### src/hdl/small_matrix_arithmetic_unit_assert.svh
// Assertion macros for the small matrix arithmetic unit.
// Included by smau_ctrl, which checks its own control sequencing.
`ifndef SMALL_MATRIX_ARITHMETIC_UNIT_ASSERT_SVH
`define SMALL_MATRIX_ARITHMETIC_UNIT_ASSERT_SVH

// same-cycle implication
`define SMAU_ASSERT_SAME(label, clk, rst_n, ante, cons) \
	label: assert property (@(posedge clk) disable iff (!rst_n) (ante) |-> (cons)) \
		else $error("smau assertion failed");

// next-cycle implication
`define SMAU_ASSERT_NEXT(label, clk, rst_n, ante, cons) \
	label: assert property (@(posedge clk) disable iff (!rst_n) (ante) |=> (cons)) \
		else $error("smau assertion failed");

`endif

### src/hdl/smau_pkg.sv
// Shared types, codes and defaults for the small matrix arithmetic unit.
// No dependencies; imported by every module of the block.
package smau_pkg;

	localparam int DIM_DEFAULT = 8;

	typedef enum logic [1:0] {
		CMD_LOAD_A  = 2'd0,
		CMD_LOAD_B  = 2'd1,
		CMD_COMPUTE = 2'd2
	} cmd_t;

	typedef enum logic [2:0] {
		OP_ADD       = 3'd0,
		OP_SUB       = 3'd1,
		OP_MUL       = 3'd2,
		OP_SCALE     = 3'd3,
		OP_TRANSPOSE = 3'd4
	} op_mode_t;

	typedef enum logic [2:0] {
		REG_OP_MODE      = 3'd0,
		REG_A_ROWS       = 3'd1,
		REG_A_COLS       = 3'd2,
		REG_B_COLS       = 3'd3,
		REG_SCALE_FACTOR = 3'd4
	} reg_index_t;

	typedef enum logic [2:0] {
		ST_IDLE  = 3'd0,
		ST_READ  = 3'd1,
		ST_MULT  = 3'd2,
		ST_ACCUM = 3'd3,
		ST_EMIT  = 3'd4
	} state_t;

	typedef struct packed {
		logic [2:0]         op_mode;
		logic [3:0]         a_rows;
		logic [3:0]         a_cols;
		logic [3:0]         b_cols;
		logic signed [31:0] scale_factor;
	} cfg_t;

	typedef struct packed {
		logic load;
		logic start;
		logic rd;
		logic mul;
		logic acc;
		logic step_k;
		logic out_load;
	} ctrl_cmd_t;

	typedef struct packed {
		logic k_last;
		logic mat_last;
		logic out_free;
	} ctrl_sts_t;

endpackage

### src/hdl/smau_cfg_regs.sv
// Configuration register file of the small matrix arithmetic unit.
// Depends on smau_pkg for the register index codes and cfg_t.
module smau_cfg_regs
	import smau_pkg::*;
(
	input  logic        clk,
	input  logic        arst_n,
	input  logic        cfg_valid,
	output logic        cfg_ready,
	input  logic [2:0]  cfg_index,
	input  logic [31:0] cfg_data,
	output cfg_t        cfg
);

	cfg_t cfg_q;

	assign cfg_ready = 1'b1;
	assign cfg       = cfg_q;

	always_ff @(posedge clk or negedge arst_n) begin
		if (!arst_n) begin
			cfg_q.op_mode      <= OP_ADD;
			cfg_q.a_rows       <= 4'd1;
			cfg_q.a_cols       <= 4'd1;
			cfg_q.b_cols       <= 4'd1;
			cfg_q.scale_factor <= 32'sd1;
		end else if (cfg_valid && cfg_ready) begin
			case (cfg_index)
				REG_OP_MODE:      cfg_q.op_mode      <= cfg_data[2:0];
				REG_A_ROWS:       cfg_q.a_rows       <= cfg_data[3:0];
				REG_A_COLS:       cfg_q.a_cols       <= cfg_data[3:0];
				REG_B_COLS:       cfg_q.b_cols       <= cfg_data[3:0];
				REG_SCALE_FACTOR: cfg_q.scale_factor <= cfg_data;
				default: ;
			endcase
		end
	end

endmodule

### config.mk
export PLATFORM = sky130hd
export DESIGN_NAME = smau_cfg_regs
export DESIGN_NICKNAME = d
export VERILOG_FILES = /design/src/hdl/small_matrix_arithmetic_unit_assert.svh /design/src/hdl/smau_pkg.sv /design/src/hdl/smau_cfg_regs.sv
export SDC_FILE = /design/constraint.sdc
export NUM_CORES = 1
export LEC_CHECK = 0
export BUFFER_PORTS_ARGS = -buffer_cell sky130_fd_sc_hd__buf_2
export CAP_MARGIN = 20
export CORE_ASPECT_RATIO = 0.75
export CORE_MARGIN = 2
export CORE_UTILIZATION = 45
export DETAILED_ROUTE_END_ITERATION = 8
export PLACE_DENSITY = 0.89
export SLEW_MARGIN = 20
export SYNTH_ARGS = -nofsm -noshare
export SYNTH_HDL_FRONTEND = slang
export SYNTH_SLANG_ARGS = --single-unit
export TNS_END_PERCENT = 5
### constraint.sdc
create_clock -name clk -period 0.8 [get_ports clk]
set_input_delay 0 -clock clk [delete_from_list [all_inputs] [get_ports clk]]
set_output_delay 0 -clock clk [all_outputs]
set_load 0.03 [all_outputs]
==> summary.txt <==
Placed design
  – GP Congestion: 0.725
  – Setup WS pre-CTS: -0.408 ns
  – Post-detail-place hpwl: 2.69 mm
  – Number of port buffers: 84

Power and ir drop
  – LEAKAGE: 1.48 nW
  – Sw Share: 33.5%
  – Pwr/cell area: 2640 mW/mm2
  – Sequential share of power: 40.4%
  – Int Power: 5.49 mW
  – Psw: 2.77 mW
  – Total power: 8.26 mW
  – Clk pwr share: 21.3%
  – Comb power frac: 38.3%
  – Worst VDD drop: 1.86 mV

Global routing
  – First-pass GRT wire length: 7.13 mm
  – Overall global routing resource usage: 20.9%
  – GRT overflow: 0
  – Initial antenna violation count: 0
  – Largest net degree at the start of global routing: 48
  – Vias in the first global route: 1441

CTS
  – Total CTS buffers: 5
  – Htree depth: 2
  – CTS root buffer: clkbuf_8
  – CTS tree: done
  – Clock-pin slew on the worst setup and hold paths: 0.08 ns
  – Sink Count: 47
  – Clk Latency, worst-skew pair: 0.29 ns
  – Max clock buf depth: 2

Layout
  – Area Growth Syn to Fin: 72.2%
  – Max FFs per register: 47
  – Fin util: 83.4%
  – Final #Nets: 267
  – N_diodes: 0
  – Layout cell share with drive strength beyond 1: 53.9%

Min path
  – Hold path start: cfg_data[0]
  – Type of the worst min-delay path: in2reg

Drt
  – Drt drc: 0
  – Drt initial violations: 55
  – TritonRoute pass-1 iters: 2
  – Routed vias/inst: 4.82
  – Via count: 1359
  – DRT Wirelength: 4.79 mm
  – Antenna-violating nets left: 0
  – Drt wl/cell: 17.0 um

Worst setup path
  – CP bufs+invs: 1
  – R2R setup slack: -0.05 ns
  – Startpoint types: register
  – Setup crit end kind: output port
  – R2r worst-path depth: 1
  – Critical path required time: 0.80 ns
  – Max stage delay on crit path: 0.55 ns
  – Worst path slowest cell: dfstp_2
  – Levels on crit path: 1
  – Reg-to-Reg End: cfg[27]$_DFFE_PN0P_
  – Crit-path max FO: 2
  – Reg2reg start: cfg[27]$_DFFE_PN0P_
  – Arrival @ worst endpoint: 0.97 ns
  – Crit path cell chain: buf_6
  – WS Path Type: reg2out
  – Setup crit start: cfg[36]$_DFFE_PN1P_
  – Critical Path Sink: cfg[36]
  – Delay-heaviest family, CP: flip-flops

STA
  – Final WS setup: -0.168 ns
  – Final number of hold-violating endpoints: 0
  – Final period util: 121%
  – Setup Viol. Count Final: 81
  – Fmax: 1.03 GHz
  – Final Skew: 0 ns
  – RSZ-0062 raised after global routing: true
  – Post-layout min period: 0.968 ns
  – Max Slew Vio Count: 0

Run status
  – Failing checks: setup timing
  – Status: finished, violations left

Logic synthesis
  – Cell taking the most area after synthesis: dfrtp_1
  – Top post-synthesis cells by area: dfrtp_1 (59%), mux2_1 (19%), mux2_2 (11%), dfstp_2 (5.8%), buf_6 (1.9%)
  – Synth Area in Simple Gates: 3.23%
  – XOR/XNOR Fraction of Synth Area: 0%
  – Synth Area in Compound Gates: 0%
  – Most frequent cell after synthesis: dfrtp_1
  – Adder-cell share of the synthesized area: 0%
  – Post-Syn Instances: 105
  – Yosys top cell area share: 59.1%
  – Synth Cell Area: 0.00182 mm2
  – Async SR Flop Fraction: 100%
  – Synth Flop Type: dfrtp_1
  – Synth Register Bits: 47
  – Post-synth top cells: dfrtp_1 (43), mux2_1 (30), mux2_2 (17), dfstp_2 (4), buf_6 (3)
  – Synth unique cells: 13
  – Post-synth EDFFs: 0
  – Largest family of logic cells by synthesized area: multiplexers
  – Mux share of post-synthesis cell area: 29.1%
  – Synth warn: 0
  – Net Count, Synth: 143
  – Sequential fraction of the synthesis area: 64.9%
  – Syn_area_per_cell: 17.3 um2

Die
  – Die Footprint: 0.00457 mm2
  – Die width: 77.4 um
  – Ports: 86
  – Row count: 19
  – Die Height: 59.1 um
  – Starting Density: 48.4%
  – Core Area: 0.00376 mm2

Flow run
  – Max Cap Violations: 0
[logic make-up after synthesis]
logic type	Yosys count
mux	47
simple gates	5
buf+inv	5
other cells	1
flops	47
[through the flow]
stage	hold WS, ns	instances	TNS, ns	cell area (um2)
after floorplan	-0.296	105	-7.36	1820
after global placement	-0.00169	242	-15.82	2340
after detailed placement	-0.00177	242	-16.62	2340
after CTS	0.00553	282	-4.66	3090
after global routing	0.0358	282	-6.09	3130
final	0.0213	282	-3.71	3130
[cells in the final DEF, fill, tap and decap left out]
cell type,instances
dfrtp_1,43
mux2_2,13
dfstp_2,4
and4bb_2,1
mux2_4,5
buf_4,3
nor4b_4,1
conb_1,1
buf_2,34
mux2_1,29
bufinv_16,1
nand4b_1,1
nor4bb_4,1
buf_8,1
dlygate4sd3_1,32
buf_6,50
clkinv_2,1
clkbuf_8,6
and4bb_4,1
buf_12,2
[routing by layer]
| metal | wire [um] | vias up | share of wire, % | global-route usage [%] |
|---|---|---|---|---|
| li1 | - | 618 | - | - |
| met1 | 1870 | 689 | 39 | 21.7 |
| met2 | 2640 | 48 | 55 | 42.5 |
| met3 | 249 | 4 | 5.2 | 5.79 |
| met4 | 31 | 0 | 0.65 | 4.59 |
| met5 | 0 | - | 0 | 0 |
[layout make-up]
| type | instances | area (um2) |
|---|---|---|
| clock buffer | 6 | 82.6 |
| clock inverter | 2 | 35.0 |
| fill | 197 | 623 |
| multi-input combinational | 53 | 638 |
| sequential | 47 | 1180 |
| tap | 52 | 65.1 |
| timing repair buffer | 122 | 1130 |
[what timing repair did]
action                                 in CTS  in global routing
gates resized for setup                    98                 11
hold buffers                               32                  0
setup endpoints to repair                  86                 86
endpoints found under the hold margin      81                  0
setup buffers                               0                  0
pin swaps                                   1                  0
[worst min path at each step]
stage,to,cells past startpoint,slack [ns]
after CTS,cfg[32]$_DFFE_PN1P_,2,0.006
after global placement,cfg[25]$_DFFE_PN0P_,2,-0.002
final,cfg[32]$_DFFE_PN1P_,2,0.02
after floorplan,cfg[10]$_DFFE_PN0P_,0,-0.30
after global routing,cfg[40]$_DFFE_PN1P_,2,0.04
after detailed placement,cfg[25]$_DFFE_PN0P_,2,-0.002
[power groups by stage]
stage                     Sequential (mW)  Clock, mW  Combinational (mW)
after global routing                 3.39       1.88                3.30
after detailed placement             3.23          0                2.34
final                                3.33       1.76                3.16
after global placement               3.19          0                2.29
after CTS                            3.32       1.79                3.09
after floorplan                      4.28          0               0.436
Note: power is estimated with default switching activity, not from simulation.
