[config.mk]
export PLATFORM = sky130hd
export DESIGN_NAME = smau_ctrl
export DESIGN_NICKNAME = d
export VERILOG_FILES = /design/src/hdl/smau_pkg.sv /design/src/hdl/smau_ctrl.sv
export VERILOG_INCLUDE_DIRS = /design/src /design/src/hdl
export SDC_FILE = /design/constraint.sdc
export NUM_CORES = 1
export LEC_CHECK = 0
export ABC_AREA = 1
export BUFFER_PORTS_ARGS = -buffer_cell sky130_fd_sc_hd__buf_2
export CORE_AREA = 2 2 39 41
export CTS_BUF_LIST = sky130_fd_sc_hd__clkbuf_16
export CTS_CLUSTER_DIAMETER = 100
export DETAILED_ROUTE_END_ITERATION = 8
export DIE_AREA = 0 0 41 43
export GPL_TIMING_DRIVEN = 0
export HOLD_SLACK_MARGIN = 0.03
export MAX_ROUTING_LAYER = met4
export PLACE_DENSITY = 0.53
export SLEW_MARGIN = 20
export SYNTH_ARGS = -nofsm -noshare
export SYNTH_HDL_FRONTEND = slang
export SYNTH_SLANG_ARGS = --single-unit
[constraint.sdc]
create_clock -name clk -period 1.39 [get_ports clk]
set_clock_uncertainty 0.15 [all_clocks]
set_input_delay 0.139 -clock clk [delete_from_list [all_inputs] [get_ports clk]]
set_output_delay 0.139 -clock clk [all_outputs]
set_load 0.005 [all_outputs]
[src/hdl/small_matrix_arithmetic_unit_assert.svh]
// Assertion macros for the small matrix arithmetic unit.
// Included by smau_ctrl, which checks its own control sequencing.
`ifndef SMALL_MATRIX_ARITHMETIC_UNIT_ASSERT_SVH
`define SMALL_MATRIX_ARITHMETIC_UNIT_ASSERT_SVH

// same-cycle implication
`define SMAU_ASSERT_SAME(label, clk, rst_n, ante, cons) \
	label: assert property (@(posedge clk) disable iff (!rst_n) (ante) |-> (cons)) \
		else $error("smau assertion failed");

// next-cycle implication
`define SMAU_ASSERT_NEXT(label, clk, rst_n, ante, cons) \
	label: assert property (@(posedge clk) disable iff (!rst_n) (ante) |=> (cons)) \
		else $error("smau assertion failed");

`endif

[src/hdl/smau_pkg.sv]
// Shared types, codes and defaults for the small matrix arithmetic unit.
// No dependencies; imported by every module of the block.
package smau_pkg;

	localparam int DIM_DEFAULT = 8;

	typedef enum logic [1:0] {
		CMD_LOAD_A  = 2'd0,
		CMD_LOAD_B  = 2'd1,
		CMD_COMPUTE = 2'd2
	} cmd_t;

	typedef enum logic [2:0] {
		OP_ADD       = 3'd0,
		OP_SUB       = 3'd1,
		OP_MUL       = 3'd2,
		OP_SCALE     = 3'd3,
		OP_TRANSPOSE = 3'd4
	} op_mode_t;

	typedef enum logic [2:0] {
		REG_OP_MODE      = 3'd0,
		REG_A_ROWS       = 3'd1,
		REG_A_COLS       = 3'd2,
		REG_B_COLS       = 3'd3,
		REG_SCALE_FACTOR = 3'd4
	} reg_index_t;

	typedef enum logic [2:0] {
		ST_IDLE  = 3'd0,
		ST_READ  = 3'd1,
		ST_MULT  = 3'd2,
		ST_ACCUM = 3'd3,
		ST_EMIT  = 3'd4
	} state_t;

	typedef struct packed {
		logic [2:0]         op_mode;
		logic [3:0]         a_rows;
		logic [3:0]         a_cols;
		logic [3:0]         b_cols;
		logic signed [31:0] scale_factor;
	} cfg_t;

	typedef struct packed {
		logic load;
		logic start;
		logic rd;
		logic mul;
		logic acc;
		logic step_k;
		logic out_load;
	} ctrl_cmd_t;

	typedef struct packed {
		logic k_last;
		logic mat_last;
		logic out_free;
	} ctrl_sts_t;

endpackage

[src/hdl/smau_ctrl.sv]
// Sequencing state machine of the small matrix arithmetic unit.
// Depends on smau_pkg and the assertion macro header.
`include "small_matrix_arithmetic_unit_assert.svh"

module smau_ctrl
	import smau_pkg::*;
(
	input  logic       clk,
	input  logic       arst_n,
	input  logic       in_valid,
	output logic       in_ready,
	input  logic [1:0] in_cmd,
	input  logic [2:0] op_mode,
	input  ctrl_sts_t  sts,
	output ctrl_cmd_t  cmd
);

	state_t state_q;
	state_t state_d;
	logic   op_ok;

	assign op_ok = (op_mode == OP_ADD) || (op_mode == OP_SUB) || (op_mode == OP_MUL) ||
		(op_mode == OP_SCALE) || (op_mode == OP_TRANSPOSE);

	always_ff @(posedge clk or negedge arst_n) begin
		if (!arst_n) begin
			state_q <= ST_IDLE;
		end else begin
			state_q <= state_d;
		end
	end

	always_comb begin
		state_d = state_q;
		case (state_q)
			ST_IDLE: begin
				if (in_valid && in_cmd == CMD_COMPUTE && op_ok) state_d = ST_READ;
			end
			ST_READ:  state_d = ST_MULT;
			ST_MULT:  state_d = ST_ACCUM;
			ST_ACCUM: state_d = sts.k_last ? ST_EMIT : ST_READ;
			ST_EMIT: begin
				if (sts.out_free) state_d = sts.mat_last ? ST_IDLE : ST_READ;
			end
			default: state_d = ST_IDLE;
		endcase
	end

	always_comb begin
		in_ready     = 1'b0;
		cmd          = '0;
		case (state_q)
			ST_IDLE: begin
				in_ready  = 1'b1;
				cmd.load  = in_valid;
				cmd.start = in_valid && in_cmd == CMD_COMPUTE && op_ok;
			end
			ST_READ:  cmd.rd = 1'b1;
			ST_MULT:  cmd.mul = 1'b1;
			ST_ACCUM: begin
				cmd.acc    = 1'b1;
				cmd.step_k = !sts.k_last;
			end
			ST_EMIT:  cmd.out_load = sts.out_free;
			default: ;
		endcase
	end

	`SMAU_ASSERT_SAME(a_load_needs_free, clk, arst_n, cmd.out_load, sts.out_free)
	`SMAU_ASSERT_NEXT(a_read_then_mul, clk, arst_n, cmd.rd, cmd.mul)
	`SMAU_ASSERT_NEXT(a_start_busy, clk, arst_n, cmd.start, !in_ready)

endmodule

==> results.md, run 1 <==
* Clk slew on worst S/H paths at 0.03 ns
* Nets at 76
* Slew Limit Fails at 0
* Synth top cells by count: 9 x nand2_1, 7 x nor2_1, 5 x inv_1, 3 x dfrtp_1, 3 x inv_2
* Hold Crit Class: in -> reg
* Htree depth at 1
* Peak Freq at 0.701 GHz
* First-pass GRT wire length at 993 µm
* Worst-path fanout max at 3
* Slew HR at 89.9%
* CTS max path bufs at 2
* Max_cap viols at 0
* Row cnt at 14
* Root Driver: clkbuf_16
* Routed vias/inst at 3.96
* Clk pwr share at 41.9%
* Die ar. at 1760 µm²
* Synthesized area per cell at 6.26 µm²
* Final min period at 1.43 ns
* Vias in the first global route at 277
* Vias at 317
* CTS tree: done
* Number of synthesized flops with an enable pin at 0
* Share of cells above drive strength 1 at 50.0%
* WP data required at 1.10 ns
* Switching share of total power at 33.4%
* Die W at 41 µm
* Critical path class: reg -> out
* Final setup vio count at 2
* Post-synth top area share at 32.4%
* Cell Pwr Density at 2280 nW/µm²
* Final hold vios at 0
* Syn Inst Count at 37
* Wire length per cell at 7.74 µm
* Worst IR Drop VDD at 0.694 mV
* CP peak stage delay at 0.39 ns
* Drt total wl at 619 µm
* Buffers on Ports at 18
* LEAKAGE at 0.000280 µW
* Final worst setup slack at -0.0361 ns
* RSZ-0062 raised after global routing: true
* Worst-Margin Slew at 0.152 ns
* Sequential power share at 15.9%
* Dpl cell area at 342 µm²
* Clk sinks at 3
* Switching pwr at 357 µW
* Initial Util at 16.7%
* Most common cell in the synthesized netlist: nand2_1
* Routability cong. at 0.691
* Detailed router's first-iteration violation count at 4
* DR DRC count at 0
* Crit share post-route at 103%
* HPWL after detailed placement at 481 µm
* Layout area overhead at 103%
* Top cells by area, synth: dfrtp_1 32%, nand2_1 15%, nor2_1 11%
* Ports at 19
* Max FFs per register at 3
* Largest reg by FF count: state_q
* Mapped Nets at 48
* Synth warn at 0
* Die height at 43 µm
* Yosys cell types at 13
* Final ANT Viol Nets at 0
* CP Cell Sequence: nor2_4 -> inv_2 -> nor2_4 -> inv_2 -> nor2_1 -> buf_2
* Total gr overflow at 0
* Worst path arrival time at 1.14 ns
* Status: finished with violations
* Post-route cell area at 469 µm²
* Combinational power share at 42.3%
* Core area at 1380 µm²
* Total GRT Usage at 9.18%
* ANT cells at 0
* Largest net degree at the start of global routing at 6
* Mapped cell area at 231 µm²
* Crit path max-delay family: flip-flops
* Internal at 712 µW
* Num CTS Buffers at 3
* Failing checks: negative setup slack
* CP endpoint kind: output port
* Pre-antenna DRT Iters at 2
* Initial antenna violation count at 0
* Crit-path slowest cell: dfrtp_1
* Startpoint types: flip-flop
* Pwr Total at 1070 µW
* Synth Flop Type: dfrtp_1
* Synthesis-stage register bit count at 3
* Clock latency on the worst-skew pair at 0.22 ns
* Post-synth top area cell: dfrtp_1
* Fraction of registers with async set/reset at 100%
* Biggest regs: state_q (3)
* CP bufs+invs at 3
* Seq/Total Area, Yosys at 32.4%
[final timing paths]
kind	startpoint	endpoint	slack, ns	depth (start not counted)
worst max register to register	state_q[0]	state_q[0]	0.17	6
worst max-delay path	state_q[0]	cmd[5]	-0.04	6
min in group asynchronous	arst_n	state_q[1]	0.09	2
worst min register to register	state_q[1]	state_q[2]	0.46	3
worst min-delay path	sts[0]	state_q[2]	0.08	4
max in group asynchronous	arst_n	state_q[2]	0.88	2
[placed cells by master, fill, tap and decap left out]
master,count
inv_1,6
buf_4,3
dfrtp_1,2
dlygate4sd3_1,2
buf_2,18
nand2_1,9
clkbuf_16,3
o22ai_1,1
nor2_4,2
nand3_1,2
nand3_2,1
or2_1,1
dfrtp_2,1
o21ai_0,1
nor3_1,1
nor2_1,7
inv_2,3
nor2_2,1
[layer usage]
| metal | routed length [µm] | global-route usage (%) | share of wire [%] | vias up |
|---|---|---|---|---|
| met5 | 0 | - | 0 | - |
| met3 | 33 | 4.71 | 5.3 | 0 |
| met4 | 0 | 8.00 | 0 | 0 |
| met2 | 343 | 13.1 | 55 | 6 |
| li1 | - | - | - | 168 |
| met1 | 242 | 8.41 | 39 | 143 |
[power by group through the flow]
stage | Sequential, µW | Clock, µW | Combinational (µW)
floorplan | 179 | 0 | 237
global placement | 186 | 0 | 352
detailed placement | 187 | 0 | 361
CTS | 160 | 451 | 440
global route | 175 | 461 | 514
finish | 169 | 448 | 452
[tightest hold or removal path, cell delays in order]
cell and delay [ns]:
buf_2 0.08, inv_1 0.04, nand3_1 0.09, nand2_1 0.06
[cells by family (layout without fill, tap and decap cells)]
group | after synthesis | count (layout) | share of synthesized area [%]
flops | 3 | 3 | 32.4
buf+inv | 8 | 35 | 13.0
compound gates | 2 | 2 | 4.86
simple gates | 24 | 24 | 49.7
[through the flow]
stage / util, % / TNS, ns / instances / hold slack (ns) / worst slack [ns]
after CTS: 33.0 / -0.144 / 79 / 0.0837 / -0.0733
final: 33.9 / -0.0671 / 80 / 0.0755 / -0.0361
after global routing: 33.9 / -0.270 / 80 / 0.113 / -0.112
after global placement: 24.7 / 0 / 71 / -0.213 / 0.113
after detailed placement: 24.7 / 0 / 71 / -0.212 / 0.0801
after floorplan: - / 0 / 37 / -0.307 / 0.224
[timing repair]
item / 4_1_cts / 5_1_grt
endpoints found under the hold margin: 4 / 0
setup endpoints to repair: 5 / 5
resized for setup: 1 / 1
buffers inserted: 2 / 1
gates cloned: 0 / 0
pin swaps: 1 / 2
hold buffers: 2 / 0
[layout make-up]
cell class | count | area, µm²
Fill cell | 155 | 915
Timing Repair Buffer | 23 | 133
Multi-Input combinational cell | 26 | 131
Sequential cell | 3 | 76.3
Clock buffer | 3 | 75.1
Inverter | 8 | 30.0
Tap cell | 16 | 20.0
Clock inverter | 1 | 3.75
Note: power is estimated with default switching activity, not from simulation.
==> inputs of run 2 (changes only) <==
--- a/config.mk
+++ b/config.mk
@@ -7,16 +7,16 @@
 export NUM_CORES = 1
 export LEC_CHECK = 0
 export ABC_AREA = 1
-export BUFFER_PORTS_ARGS = -buffer_cell sky130_fd_sc_hd__buf_2
 export CORE_AREA = 2 2 39 41
 export CTS_BUF_LIST = sky130_fd_sc_hd__clkbuf_16
 export CTS_CLUSTER_DIAMETER = 100
 export DETAILED_ROUTE_END_ITERATION = 8
 export DIE_AREA = 0 0 41 43
+export DONT_BUFFER_PORTS = 1
 export GPL_TIMING_DRIVEN = 0
 export HOLD_SLACK_MARGIN = 0.03
 export MAX_ROUTING_LAYER = met4
-export PLACE_DENSITY = 0.53
+export PLACE_DENSITY = 0.41
 export SLEW_MARGIN = 20
 export SYNTH_ARGS = -nofsm -noshare
 export SYNTH_HDL_FRONTEND = slang
==> run 2 against run 1 <==
Net effect: wire length fell by 4.5%; sequential share of layout area rose by 3.0 points; setup slack improved by 0.057 ns; total power fell by 6.9%; die area did not move; flip-flop and latch count did not move; maximum frequency rose by 4.2%; via count fell by 16%; count of clock-buffer cells in the layout did not move; critical endpoint is now cmd[6]; largest power group is now the clock network; critical path type unchanged; sequential power rose by 4%; the flow now finishes without violations; global-route usage rose by 0.62 points; critical path depth fell by 1.
==> results.md, run 2 (same netlist as run 1, synthesis figures left out) <==
* Status: complete, no violations (was finished with violations)
* LEAKAGE at 0.000204 µW (was 0.000280 µW)
* First-pass GRT wire length at 986 µm (was 993 µm)
* Crit-path slowest cell: dfrtp_1 (unchanged)
* Worst-Margin Slew at 0.219 ns (was 0.152 ns)
* Crit share post-route at 98.5% (was 103%)
* Worst-path fanout max at 3 (unchanged)
* Slew HR at 85.3% (was 89.9%)
* ANT cells at 0 (unchanged)
* CTS max path bufs at 2 (unchanged)
* HPWL after detailed placement at 437 µm (was 481 µm)
* Total gr overflow at 0 (unchanged)
* Biggest regs: state_q (3) (unchanged)
* Initial Util at 16.7% (unchanged)
* RSZ-0062 raised after global routing: true (unchanged)
* CP peak stage delay at 0.40 ns (was 0.39 ns)
* Row cnt at 14 (unchanged)
* Largest reg by FF count: state_q (unchanged)
* DR DRC count at 0 (unchanged)
* Vias in the first global route at 260 (was 277)
* Buffers on Ports at 0 (was 18)
* Max FFs per register at 3 (unchanged)
* Root Driver: clkbuf_16 (unchanged)
* Core area at 1380 µm² (unchanged)
* Layout fillers at 156 (was 155)
* Vias at 265 (was 317)
* Max_cap viols at 0 (unchanged)
* Final setup vio count at 0 (was 2)
* CP Cell Sequence: nor2_4 -> inv_2 -> nor2_4 -> inv_2 -> nor2_2 (was nor2_4 -> inv_2 -> nor2_4 -> inv_2 -> nor2_1 -> buf_2)
* Share of cells above drive strength 1 at 31.9% (was 50.0%)
* Layout area overhead at 71.4% (was 103%)
* Most common cell after layout, fill and taps aside: nand2_1 (was buf_2)
* CP endpoint kind: output port (unchanged)
* Startpoint types: flip-flop (unchanged)
* Worst IR Drop VDD at 0.767 mV (was 0.694 mV)
* Pre-CTS WS at 0.143 ns (was 0.0801 ns)
* Drt total wl at 591 µm (was 619 µm)
* Die ar. at 1760 µm² (unchanged)
* Routed vias/inst at 4.21 (was 3.96)
* WP data required at 1.10 ns (about the same)
* Total GRT Usage at 9.79% (was 9.18%)
* Htree depth at 1 (unchanged)
* Final min period at 1.37 ns (was 1.43 ns)
* Routability cong. at 0.615 (was 0.691)
* Nets at 59 (was 76)
* Post-route insts no fill at 63 (was 80)
* Num CTS Buffers at 3 (unchanged)
* Ports at 19 (unchanged)
* Wire length per cell at 9.38 µm (was 7.74 µm)
* Final ANT Viol Nets at 0 (unchanged)
* Hold Crit Class: in -> reg (unchanged)
* Final hold vios at 0 (unchanged)
* Detailed router's first-iteration violation count at 2 (was 4)
* Slew Limit Fails at 0 (unchanged)
* Critical path class: reg -> out (unchanged)
* Clock latency on the worst-skew pair at 0.22 ns (about the same)
* Post-Place Cells at 53 (was 71)
* Initial antenna violation count at 0 (unchanged)
* Largest net degree at the start of global routing at 6 (unchanged)
* Die height at 43 µm (unchanged)
* Peak Freq at 0.730 GHz (was 0.701 GHz)
* Worst path arrival time at 1.08 ns (was 1.14 ns)
* Clk sinks at 3 (unchanged)
* Die W at 41 µm (unchanged)
* Cell Pwr Density at 2510 nW/µm² (was 2280 nW/µm²)
* CTS tree: done (unchanged)
* Final worst setup slack at 0.0209 ns (was -0.0361 ns)
* Pre-antenna DRT Iters at 4 (was 2)
* Top library cells by usage in the layout, fill and taps aside: 9 x nand2_1, 6 x inv_1, 5 x nor2_1 (was 18 x buf_2, 9 x nand2_1, 7 x nor2_1)
* Clk slew on worst S/H paths at 0.03 ns (about the same)
## run 2: changes by cell type in the layout (fill, tap and decap cells not counted)
cell           before  now
nor2_1              7    5
buf_2              18    0
buf_4               3    2
dlygate4sd3_1       2    4
nor2_2              1    3
## run 2: power breakdown
part           switching, µW  internal, µW
registers               46.4           130
clock network           77.3           371
logic                    222           150
## run 2: worst paths after layout
path	start	cells past startpoint	slack, ns	endpoint
max	state_q[1]	5	0.02	cmd[6]
min	sts[1]	5	0.08	state_q[0]
max reg2reg	state_q[0]	5	0.16	state_q[0]
min reg2reg	state_q[0]	3	0.45	state_q[2]
max in group asynchronous	arst_n	2	0.37	state_q[0]
min in group asynchronous	arst_n	2	0.56	state_q[1]
## run 2: per-stage QoR
step	hold slack [ns]	cell area (µm²)	setup TNS (ns)	utilization [%]	total power, µW
2_1_floorplan	-0.307	231	0	-	416
3_3_place_gp	-0.306	251	0	18.2	463
3_5_place_dp	-0.306	251	0	18.2	468
4_1_cts	0.0811	392	-0.00182	28.3	1000
5_1_grt	0.108	397	-0.0723	28.7	1080
6_report	0.0802	397	0	28.7	996
## run 2: layer usage
| layer | part of all wire, % | track usage (%) | up-vias |
|---|---|---|---|
| met4 | 3.0 | 8.00 | 0 |
| met2 | 48 | 12.2 | 12 |
| li1 | - | - | 131 |
| met3 | 12 | 7.85 | 4 |
| met1 | 37 | 9.39 | 118 |
| met5 | 0 | - | - |
## run 2: what timing repair did
item	in CTS	in global routing
pin swaps	1	0
hold endpoints to repair	5	0
gates resized for setup	2	2
setup endpoints to repair	2	2
buffers inserted	2	0
hold buffers	4	0
## run 2: worst max-delay path, delay by kind of cell, from the launching register on
kind / cells / cell delay (ns)
AND/OR/NAND/NOR: 3 / 0.34
flip-flops: 1 / 0.40
buffers and inverters: 2 / 0.12
## run 2: cell type report
class	instances	area (µm²)	area share, %
Clock buffer	3	75.1	18.9
Multi-Input combinational cell	26	136	34.4
Tap cell	16	20.0	5.05
Sequential cell	3	76.3	19.2
Timing Repair Buffer	6	55.1	13.9
Clock inverter	1	3.75	0.946
Inverter	8	30.0	7.57
